$ cat src/hw/rtl/sdcd_pkg.sv
// sdcd_pkg: shared constants, field widths and the month length table
// for the serial day to calendar date block; no dependencies
package sdcd_pkg;

	// supported years run from BASE_YEAR to BASE_YEAR + YEAR_SPAN - 1
	localparam int unsigned YEAR_SPAN     = 256;
	localparam int unsigned BASE_YEAR     = 1900;
	localparam int unsigned DAYS_LEAP     = 366;
	localparam int unsigned DAYS_COMMON   = 365;
	localparam int unsigned FEB_LEAP_DAYS = 29;
	localparam int unsigned WEEK_LEN      = 7;

	// field widths
	localparam int unsigned SERIAL_W = 17;
	localparam int unsigned YEAR_W   = 12;
	localparam int unsigned MONTH_W  = 4;
	localparam int unsigned DAY_W    = 5;
	localparam int unsigned WDAY_W   = 3;

	// year counter and shared unit operand
	localparam int unsigned SPAN_CNT_W = $clog2(YEAR_SPAN + 1);
	localparam int unsigned OPND_W     = 9;

	// leap rule residues of the base year
	localparam int unsigned BASE_MOD4   = BASE_YEAR % 4;
	localparam int unsigned BASE_MOD100 = BASE_YEAR % 100;
	localparam int unsigned BASE_MOD400 = BASE_YEAR % 400;

	localparam logic [MONTH_W-1:0] MONTH_FEB  = MONTH_W'(1);
	localparam logic [MONTH_W-1:0] MONTH_LAST = MONTH_W'(11);
	localparam int unsigned        N_MONTHS   = 12;

	localparam logic [DAY_W-1:0] MONTH_LEN [N_MONTHS] = '{
		DAY_W'(31), DAY_W'(28), DAY_W'(31), DAY_W'(30), DAY_W'(31), DAY_W'(30),
		DAY_W'(31), DAY_W'(31), DAY_W'(30), DAY_W'(31), DAY_W'(30), DAY_W'(31)
	};

	// days in month m (0 is January), february stretched in a leap year
	function automatic logic [DAY_W-1:0] month_days(input logic [MONTH_W-1:0] m,
			input logic leap);
		logic [DAY_W-1:0] d;
		if (m <= MONTH_LAST) begin
			d = MONTH_LEN[m];
		end else begin
			d = '0;
		end
		if (leap && m == MONTH_FEB) begin
			d = DAY_W'(FEB_LEAP_DAYS);
		end
		return d;
	endfunction

endpackage

$ cat src/hw/rtl/sdcd_if.sv
// sdcd_if: valid/ready channel interfaces for the serial day input and
// the calendar date result; depends on sdcd_pkg
interface sdcd_in_if;
	import sdcd_pkg::*;

	logic                valid;
	logic                ready;
	logic [SERIAL_W-1:0] day_serial;

	modport source (output valid, output day_serial, input ready);
	modport sink (input valid, input day_serial, output ready);
endinterface

interface sdcd_out_if;
	import sdcd_pkg::*;

	logic               valid;
	logic               ready;
	logic [YEAR_W-1:0]  year;
	logic [MONTH_W-1:0] month;
	logic [DAY_W-1:0]   day_of_month;
	logic [WDAY_W-1:0]  weekday;
	logic               invalid;

	modport source (output valid, output year, output month, output day_of_month,
		output weekday, output invalid, input ready);
	modport sink (input valid, input year, input month, input day_of_month,
		input weekday, input invalid, output ready);
endinterface

$ cat src/hw/rtl/serial_day_to_calendar_date_top.sv
// serial_day_to_calendar_date_top: turns a day serial (1 is 1 January 1900)
// into Gregorian year, month, day of month and weekday
// depends on sdcd_pkg and the channel interfaces in sdcd_if
//
// channel | dir | beat payload                                   | handshake
// --------+-----+------------------------------------------------+------------
// req     | in  | day_serial                                     | valid/ready
// rsp     | out | year, month, day_of_month, weekday, invalid    | valid/ready
//
// one beat is taken in the idle state; the sequencer then removes one whole
// year per cycle and then one month per cycle, all through one shared
// compare/subtract unit, and last hands the date to the output register once
// that register is free
// req.ready is high only while idle; a result waiting in the output register
// does not block the next beat, only the hand-over of the following result
// arst_n clears the sequencer and the output valid; no clearing pass needed
module serial_day_to_calendar_date_top (
	input  logic       clk,
	input  logic       arst_n,
	sdcd_in_if.sink    req,
	sdcd_out_if.source rsp
);
	import sdcd_pkg::*;

	typedef enum logic [1:0] {
		ST_IDLE,
		ST_YEAR,
		ST_MONTH,
		ST_DONE
	} state_t;

	localparam logic [SPAN_CNT_W-1:0] SPAN_LAST = SPAN_CNT_W'(YEAR_SPAN - 1);

	state_t                state_q;
	logic [SERIAL_W-1:0]   rem_q;       // days still to place
	logic [YEAR_W-1:0]     yr_q;        // current year
	logic [SPAN_CNT_W-1:0] span_q;      // years removed so far
	logic [1:0]            c4_q;        // year mod 4
	logic [6:0]            c100_q;      // year mod 100
	logic [8:0]            c400_q;      // year mod 400
	logic                  leap_q;      // leap flag of the found year
	logic [MONTH_W-1:0]    mon_q;       // month index, 0 is January
	logic                  found_q;
	logic [WDAY_W-1:0]     wday_q;

	// output register
	logic                  rvalid_q;
	logic [YEAR_W-1:0]     ryear_q;
	logic [MONTH_W-1:0]    rmonth_q;
	logic [DAY_W-1:0]      rday_q;
	logic [WDAY_W-1:0]     rwday_q;
	logic                  rinv_q;

	logic                  leap_now;
	logic [OPND_W-1:0]     opnd;
	logic                  unit_le;
	logic [SERIAL_W-1:0]   unit_diff;
	logic                  hand_over;

	logic [5:0]            wsum1;
	logic [3:0]            wsum2;
	logic [3:0]            wsum3;
	logic [WDAY_W-1:0]     wday_in;

	// gregorian leap rule from the running residues
	assign leap_now = (c4_q == 2'd0) && ((c100_q != 7'd0) || (c400_q == 9'd0));

	// hand over once the output register is free
	assign hand_over = (state_q == ST_DONE) && (!rvalid_q || rsp.ready);

	// shared unit: compare and subtract a year or a month length
	always_comb begin
		if (state_q == ST_MONTH) begin
			opnd = OPND_W'(month_days(mon_q, leap_q));
		end else begin
			opnd = leap_now ? OPND_W'(DAYS_LEAP) : OPND_W'(DAYS_COMMON);
		end
		unit_le   = rem_q <= SERIAL_W'(opnd);
		unit_diff = rem_q - SERIAL_W'(opnd);
	end

	// serial mod 7: 8 is 1 mod 7, so fold octal digits, then one correction
	always_comb begin
		wsum1 = 6'(req.day_serial[2:0])   + 6'(req.day_serial[5:3])
		      + 6'(req.day_serial[8:6])   + 6'(req.day_serial[11:9])
		      + 6'(req.day_serial[14:12]) + 6'(req.day_serial[16:15]);
		wsum2 = 4'(wsum1[2:0]) + 4'(wsum1[5:3]);
		wsum3 = 4'(wsum2[2:0]) + 4'(wsum2[3]);
		if (wsum3 >= 4'(WEEK_LEN)) begin
			wday_in = WDAY_W'(wsum3 - 4'(WEEK_LEN));
		end else begin
			wday_in = WDAY_W'(wsum3);
		end
	end

	always_ff @(posedge clk or negedge arst_n) begin
		if (!arst_n) begin
			state_q  <= ST_IDLE;
			rvalid_q <= 1'b0;
		end else begin
			if (hand_over) begin
				rvalid_q <= 1'b1;
			end else if (rsp.ready) begin
				rvalid_q <= 1'b0;
			end
			case (state_q)
				ST_IDLE: begin
					if (req.valid) begin
						rem_q   <= req.day_serial;
						yr_q    <= YEAR_W'(BASE_YEAR);
						span_q  <= '0;
						c4_q    <= 2'(BASE_MOD4);
						c100_q  <= 7'(BASE_MOD100);
						c400_q  <= 9'(BASE_MOD400);
						found_q <= 1'b0;
						wday_q  <= wday_in;
						// serial zero has no date
						state_q <= (req.day_serial == '0) ? ST_DONE : ST_YEAR;
					end
				end
				ST_YEAR: begin
					if (unit_le) begin
						found_q <= 1'b1;
						leap_q  <= leap_now;
						mon_q   <= '0;
						state_q <= ST_MONTH;
					end else begin
						rem_q   <= unit_diff;
						yr_q    <= yr_q + 1'b1;
						span_q  <= span_q + 1'b1;
						c4_q    <= c4_q + 1'b1;
						c100_q  <= (c100_q == 7'd99) ? 7'd0 : c100_q + 1'b1;
						c400_q  <= (c400_q == 9'd399) ? 9'd0 : c400_q + 1'b1;
						// past the last supported year
						if (span_q == SPAN_LAST) begin
							state_q <= ST_DONE;
						end
					end
				end
				ST_MONTH: begin
					if (unit_le || mon_q == MONTH_LAST) begin
						state_q <= ST_DONE;
					end else begin
						rem_q <= unit_diff;
						mon_q <= mon_q + 1'b1;
					end
				end
				ST_DONE: begin
					if (hand_over) begin
						rwday_q  <= wday_q;
						rinv_q   <= !found_q;
						if (found_q) begin
							ryear_q  <= yr_q;
							rmonth_q <= mon_q + 1'b1;
							rday_q   <= rem_q[DAY_W-1:0];
						end else begin
							ryear_q  <= '0;
							rmonth_q <= '0;
							rday_q   <= '0;
						end
						state_q <= ST_IDLE;
					end
				end
				default: begin
					state_q <= ST_IDLE;
				end
			endcase
		end
	end

	assign req.ready        = (state_q == ST_IDLE);
	assign rsp.valid        = rvalid_q;
	assign rsp.year         = ryear_q;
	assign rsp.month        = rmonth_q;
	assign rsp.day_of_month = rday_q;
	assign rsp.weekday      = rwday_q;
	assign rsp.invalid      = rinv_q;

endmodule

$ cat src/flat_wrapper.sv
// flat-port wrapper written by rule: the top's interface ports become plain ports
module serial_day_to_calendar_date_top_flat import sdcd_pkg::*;
  (clk, arst_n, req_valid, req_day_serial, req_ready, rsp_valid, rsp_year, rsp_month, rsp_day_of_month, rsp_weekday, rsp_invalid, rsp_ready);
  sdcd_in_if req_i ();
  sdcd_out_if rsp_i ();
  input  logic clk;
  input  logic arst_n;
  input wire logic [$bits(req_i.valid)-1:0] req_valid;
  input wire logic [$bits(req_i.day_serial)-1:0] req_day_serial;
  output wire logic [$bits(req_i.ready)-1:0] req_ready;
  output wire logic [$bits(rsp_i.valid)-1:0] rsp_valid;
  output wire logic [$bits(rsp_i.year)-1:0] rsp_year;
  output wire logic [$bits(rsp_i.month)-1:0] rsp_month;
  output wire logic [$bits(rsp_i.day_of_month)-1:0] rsp_day_of_month;
  output wire logic [$bits(rsp_i.weekday)-1:0] rsp_weekday;
  output wire logic [$bits(rsp_i.invalid)-1:0] rsp_invalid;
  input wire logic [$bits(rsp_i.ready)-1:0] rsp_ready;
  assign req_i.valid = req_valid;
  assign req_i.day_serial = req_day_serial;
  assign req_ready = req_i.ready;
  assign rsp_valid = rsp_i.valid;
  assign rsp_year = rsp_i.year;
  assign rsp_month = rsp_i.month;
  assign rsp_day_of_month = rsp_i.day_of_month;
  assign rsp_weekday = rsp_i.weekday;
  assign rsp_invalid = rsp_i.invalid;
  assign rsp_i.ready = rsp_ready;
  serial_day_to_calendar_date_top u_core (.clk(clk), .arst_n(arst_n), .req(req_i), .rsp(rsp_i));
endmodule
$ cat config.mk
export PLATFORM = sky130hd
export DESIGN_NAME = serial_day_to_calendar_date_top_flat
export DESIGN_NICKNAME = d
export VERILOG_FILES = /design/src/hw/rtl/sdcd_pkg.sv /design/src/hw/rtl/sdcd_if.sv /design/src/hw/rtl/serial_day_to_calendar_date_top.sv /design/src/flat_wrapper.sv
export SDC_FILE = /design/constraint.sdc
export NUM_CORES = 1
export LEC_CHECK = 0
export ABC_CLOCK_PERIOD_IN_PS = 5600
export BUFFER_PORTS_ARGS = -buffer_cell sky130_fd_sc_hd__buf_2
export CORE_MARGIN = 10
export CORE_UTILIZATION = 62
export CTS_BUF_LIST = sky130_fd_sc_hd__clkbuf_4 sky130_fd_sc_hd__clkbuf_8
export DETAILED_ROUTE_END_ITERATION = 10
export PLACE_DENSITY_LB_ADDON = 0.2
export SLEW_MARGIN = 20
export SYNTH_ARGS = -nofsm -noshare
export SYNTH_HDL_FRONTEND = slang
export SYNTH_SLANG_ARGS = --single-unit
$ cat constraint.sdc
create_clock -name clk -period 5.6 [get_ports clk]
set_input_delay 0.56 -clock clk [delete_from_list [all_inputs] [get_ports clk]]
set_output_delay 0.56 -clock clk [all_outputs]
set_load 0.02 [all_outputs]
---- Word-level counts from Yosys, hierarchy flattened ----
Memories as Yosys holds them, arrays and structs flattened.
Index checks and enable logic that the tools add are counted.
Widths: inputs -> output; s select.
word-level totals
  logic and storage cells ................. 121
  register bits after elaboration ......... 93
  output and inout bits ................... 27
  memories ................................ 1
  input port bits ......................... 21
  memory bits (read-only) ................. 80
operators by class
  $lt $le $gt $ge ......................... 4
  reductions and logical operators ........ 25
  $add $sub $neg .......................... 15
  mux-type cells .......................... 43
  equal/unequal tests ..................... 15
  bitwise operators ....................... 1
memories
  memory           words  width  rd ports  clocked after memory_dff  wr ports  line            RTL
  (no name shown)  16     5      1         0                         0         sdcd_pkg.sv:43  d = MONTH_LEN[m];
operator list
  kind                   count
  $mux 9                 6
  $mux 17                3
  $pmux 17 s3            1
  $pmux 9 s2             2
  $mux 12                2
  $pmux 12 s2            1
  $mux 7                 3
  $mux 5                 4
  $add 6x3->6            3
  $add 9x1->9 const B    2
  $mux 2                 9
  $le 17x9->1            1
  $logic_not 17->1       1
  $sub 17x9->17          1
  $reduce_and 4->1       4
  $pmux 7 s2             1
  $add 12x1->12 const B  1
  $eq 9x8->1 const B     1
  $eq 9x9->1 const B     1
  $logic_not 9->1        1
  $reduce_and 3->1       3
  $add 3x3->4            2
  $mux 4                 2
  $ne 2x2->1 const B     4
  31 further kinds       44

---- Logic depth before layout (Yosys ltp) ----
  word-level depth ........................ 11
  mapped depth ............................ 22
  gate-level depth less buffers ........... 22

---- Worst setup path after synthesis ----
Ideal clock, no wire load.
  path kind ............................... in2reg
  start point ............................. input req_day_serial[0]
  end point ............................... register u_core.wday_q[1], data pin
  path slack .............................. 0.142 ns
  path buffers ............................ 0
  arrival ................................. 5.198 ns
  cell stages on the path ................. 21
  data required time ...................... 5.340 ns
  library setup time ...................... 0.260 ns
  path through ............................ ha_1 > fa_1 > inv_1 > fa_1 > inv_1 > fa_1 > inv_1 > fa_1 > inv_1 > a21o_1 > a21oi_1 > xnor2_1 > ha_1 > a21o_1 > a21o_1 > ha_1 > ha_1 > ha_1 > a22oi_1 > a21oi_1 > mux2_2
on the way
  word-level cells in the longest chain between the ends .. 9
  elaborated cells between the ends (all ways) .. 10
  classes of those cells .................. add/sub (8); order compare (1); mux (1)
RTL lines
  element                                           line                                                                          RTL
  start, declared                                   flat_wrapper.sv:9                                                             input wire logic [$bits(req_i.day_serial)-1:0] req_day_serial;
  $add 3x3->4 *                                     serial_day_to_calendar_date_top.sv:84                                         wsum1 = 6'(req.day_serial[2:0]) + 6'(req.day_serial[5:3])
  $add 6x3->6 * (2 in a row)                        serial_day_to_calendar_date_top.sv:85                                         + 6'(req.day_serial[8:6]) + 6'(req.day_serial[11:9])
  $add 6x3->6 *                                     serial_day_to_calendar_date_top.sv:86                                         + 6'(req.day_serial[14:12]) + 6'(req.day_serial[16:15]);
  $add 6x2->6 *                                     serial_day_to_calendar_date_top.sv:86
  $add 3x3->4 *                                     serial_day_to_calendar_date_top.sv:87                                         wsum2 = 4'(wsum1[2:0]) + 4'(wsum1[5:3]);
  $add 3x1->4 *                                     serial_day_to_calendar_date_top.sv:88                                         wsum3 = 4'(wsum2[2:0]) + 4'(wsum2[3]);
  $ge 4x3->1 / $sub 3x3->3 (equally long branches)  serial_day_to_calendar_date_top.sv:89, serial_day_to_calendar_date_top.sv:90
  $mux 3 *                                          serial_day_to_calendar_date_top.sv:89                                         if (wsum3 >= 4'(WEEK_LEN)) begin
  net u_core.wday_in[1]                             serial_day_to_calendar_date_top.sv:63                                         logic [WDAY_W-1:0] wday_in;
  end signal, assigned                              serial_day_to_calendar_date_top.sv:116                                        wday_q <= wday_in;
  end, declared                                     serial_day_to_calendar_date_top.sv:44                                         logic [WDAY_W-1:0] wday_q;
Mark *: on every way through the listed nets, which the timed path passes. The rest lies on a longest branch.
A chain may end at the register's enable or synchronous reset.

---- Final worst setup path ----
  start point ............................. input req_day_serial[0]
  end point ............................... register u_core.wday_q[0], data pin
The elaborated chain is that of the path after synthesis.

==> summary.txt <==
Global routing
  • Vias in the first global route: 3749
  • Largest net degree at the start of global routing: 41
  • Grt ovf: 0
  • Gr usage total: 0.1557
  • Initial antenna violation count: 0
  • First-pass GRT wire length: ~17000 um

Power and ir drop
  • Switching part of the total: 0.4039
  • Sequential share of power: 0.369
  • Pwr Density: roughly 570 nW/um^2
  • Psw: 1.413 mW
  • Peak supply drop: 635.6 uV
  • Clk pwr share: 0.125
  • Int Power: 2.086 mW
  • Pleak: 2.481 nW
  • Combinational group share of total power: 0.506

Placed design
  • Placer Congestion: 0.8696
  • Placed cell count: 654
  • Detail Placement HPWL: around 7600 um
  • Pre-CTS setup slack: -165.9 ps
  • # port buffers: 47

Timing
  • Worst-Margin Slew: approximately 1000 ps
  • Slew Limit Headroom: 0.3120
  • Hold WS: 19.38 ps
  • Fin. max-slew vios: 0
  • Final WS setup: 260.5 ps
  • Fin. Hold Viols: 0
  • Unrepaired setup endpoints after global routing: no
  • Fmax: ~190 MHz
  • Min Tclk post-route: approximately 5300 ps
  • # setup viols final: 0
  • Fin Clk Skew: ~19 ps
  • Final worst path period share: 0.9535

Die
  • Die height: 114.5 um
  • Floorplan row count: 34
  • Starting density of the core: 0.6347
  • Die X: roughly 110 um
  • IO Pins: 48
  • CORE AREA: 8721 um^2
  • Die ar.: between 10000 and 15000 um^2

Clock network
  • Clock transition at the registers of the reported paths: 110 ps
  • CTS tree: yes
  • CTS root buffer: clkbuf_8
  • Total clock sinks: 93
  • CTS H-Tree Depth: 3
  • Skew-Pair Late Insertion Delay: 360 ps
  • Num CTS Buffers: 9
  • CTS Buffer Depth: 2

Setup path
  • Bufs and invs on worst path: 6
  • Startpoint types: input port
  • Levels on crit path: 23
  • Worst-path cell chain: buf_2 -> ha_1 -> fa_1 -> inv_1 -> fa_1 -> inv_1 -> fa_1 -> inv_1 -> fa_1 -> inv_1 -> a21o_1 -> a21oi_1 -> xnor2_1 -> ha_1 -> a21o_1 -> a21o_1 -> ha_1 -> ha_1 -> ha_2 -> a22oi_1 -> a21oi_2 -> buf_4 -> xor2_1
  • Critical path class: input port to flop
  • Worst Setup SP: req_day_serial[0]
  • Worst path max stage delay: 530 ps
  • Top delay family on crit path: adder cells
  • Critical path arrival: 5440 ps
  • Critical R2R Launch: u_core.c400_q[4]
  • R2r setup slk: around 1800 ps
  • Setup crit end kind: flop
  • Critical Path RT: 5700 ps
  • FF-to-FF path depth: 12
  • Crit Path Max Fanout: 5
  • Slowest CP cell: fa_1
  • Crit path to: u_core.wday_q[0]
  • R2R Path End: u_core.c400_q[7]

Detailed routing
  • Final wirelength: about 10000 um
  • Drt drc: 0
  • Routed Antenna Nets: 0
  • Routed len/inst: approximately 15 um
  • Drt pass-1 iters: 4
  • DR vias: ~3700
  • Vias per cell: 5.513
  • DR iter-0 viols: 195

Logic synthesis
  • Post-synth EDFFs: 90
  • Unique masters post-synth: 50
  • Top_reg_cell synth: edfxtp_1
  • Synthesized cell area: 5535 um^2
  • Post-Syn Instances: 504
  • Asr flop ratio synth: 0.03226
  • Mean Syn Cell Area: 10.98 um^2
  • Mapped Nets: 571
  • Synth Warn #: 0
  • Flops & latches, synth: 93
  • Post-synthesis sequential area ratio: 0.5018

Job
  • Max-cap violation count: 0

Hold path
  • Hold Crit Class: input port to asynchronous set/reset pin

Cells and area
  • Area Overhead vs Synth: 10.74%
  • Layout cells sized above 1: 0.1510
  • Non-filler cells, final: ~670
  • Leading cell type in the layout, fill and taps excluded: edfxtp_1
  • N_diodes: 0
  • Nets@finish: 625
  • Most frequent cells in the layout: edfxtp_1, buf_2, nor2_1
  • Final Util: 0.7029

Outcome
  • Outcome: finished, final reports clean
## state kept, by name, summed over array words and instances, names as in the netlist, 3 cells and up
register / count
u_core.rem_q: 17
u_core.rsp.year: 12
u_core.yr_q: 12
u_core.c400_q: 9
u_core.span_q: 9
u_core.c100_q: 7
u_core.rsp.day_of_month: 5
u_core.mon_q: 4
u_core.rsp.month: 4
u_core.rsp.weekday: 3
u_core.wday_q: 3
## power groups by stage
stage | Combinational [mW] | Clock [mW] | Sequential, mW
after CTS | 1.75 | 0.447 | 1.29
after global routing | 2.01 | 0.474 | 1.32
after floorplan | 1.31 | 0 | 1.29
final | 1.77 | 0.438 | 1.29
after detailed placement | 1.73 | 0 | 1.30
after global placement | 1.65 | 0 | 1.30
## Yosys cell counts (2+ instances only)
master	n	area (um^2)
dfrtp_1	3	75.07
ha_1	35	437.9
nand3_1	20	100.1
and3_1	14	87.58
clkbuf_1	9	33.78
xnor2_1	24	210.2
and2_1	28	175.2
o31a_1	2	17.52
nor3_1	7	35.03
nand2_1	33	123.9
o21ai_1	5	25.02
inv_1	43	161.4
a21boi_0	2	15.01
nor2_1	44	165.2
a21oi_1	27	135.1
a21o_1	8	60.06
nand4_1	5	31.28
nand3b_1	2	15.01
fa_1	11	220.2
or3_1	5	31.28
nor2b_1	12	75.07
nand2b_1	5	31.28
o21ai_0	15	75.07
o21a_1	2	15.01
edfxtp_1	90	2703
mux2_2	6	67.56
xor2_1	19	166.4
nor4_1	6	37.54
## cell type report
| type | instances | area (um^2) |
|---|---|---|
| fillers | 628 | 2591 |
| repair buffers | 53 | 280.3 |
| flip-flops and latches | 93 | 2778 |
| clock buffers | 9 | 123.9 |
| well taps | 108 | 135.1 |
| multi-input cells | 358 | 2577 |
| inverters | 43 | 161.4 |
| clock inverters | 7 | 73.82 |
## worst min path at each step
stage            from                 to  slack, ps  depth (start not counted)
6_report       arst_n   u_core.rsp.valid         20                          1
3_3_place_gp   arst_n  u_core.state_q[1]        410                          1
4_1_cts        arst_n   u_core.rsp.valid          4                          1
2_1_floorplan  arst_n   u_core.rsp.valid        260                          0
5_1_grt        arst_n   u_core.rsp.valid          3                          1
3_5_place_dp   arst_n  u_core.state_q[1]        410                          1
## layer usage
metal | vias to the layer above | wire length (um) | track usage
met4 | 0 | 127 | 0.04845
met2 | 52 | 4865 | 0.2552
met5 | - | 0 | 0
met1 | 1740 | 4610 | 0.2012
met3 | 14 | 408 | 0.03302
li1 | 1893 | - | -
## worst register-to-register path, cell delays in order (launching register included)
cell	delay (ps)
edfxtp_1	500
nor3_1	280
and3_1	210
o21ai_1	120
nor2_1	190
nor2_1	100
ha_1	290
nor2b_1	170
o2111ai_1	200
nand4_1	190
a21boi_2	130
a21oi_4	830
buf_4	330
## what timing repair did
action | 4_1_cts | 5_1_grt
gates resized for setup | 0 | 2
endpoints found under the setup margin | 0 | 2
setup buffers | 0 | 1
hold buffers | 0 | 0
## cell families (layout without fill, tap and decap cells)
family,count (synthesis),count (layout),share of synthesized area
simple gates,186,186,0.1745
flops,93,93,0.5018
compound gates,75,75,0.08409
buf+inv,53,112,0.03594
fa+ha+maj,46,46,0.1189
xor+xnor,43,43,0.06804
mux,8,8,0.01673
## stage by stage
step | instance area, um^2 | power (mW) | TNS (ps)
after global routing | 6130 | 3.807 | 0
final | 6130 | 3.500 | 0
after floorplan | 5535 | 2.604 | 0
after global placement | 5917 | 2.942 | 0
after CTS | 6115 | 3.484 | 0
after detailed placement | 5917 | 3.035 | -304.2
Note: power is estimated with default switching activity, not from simulation.
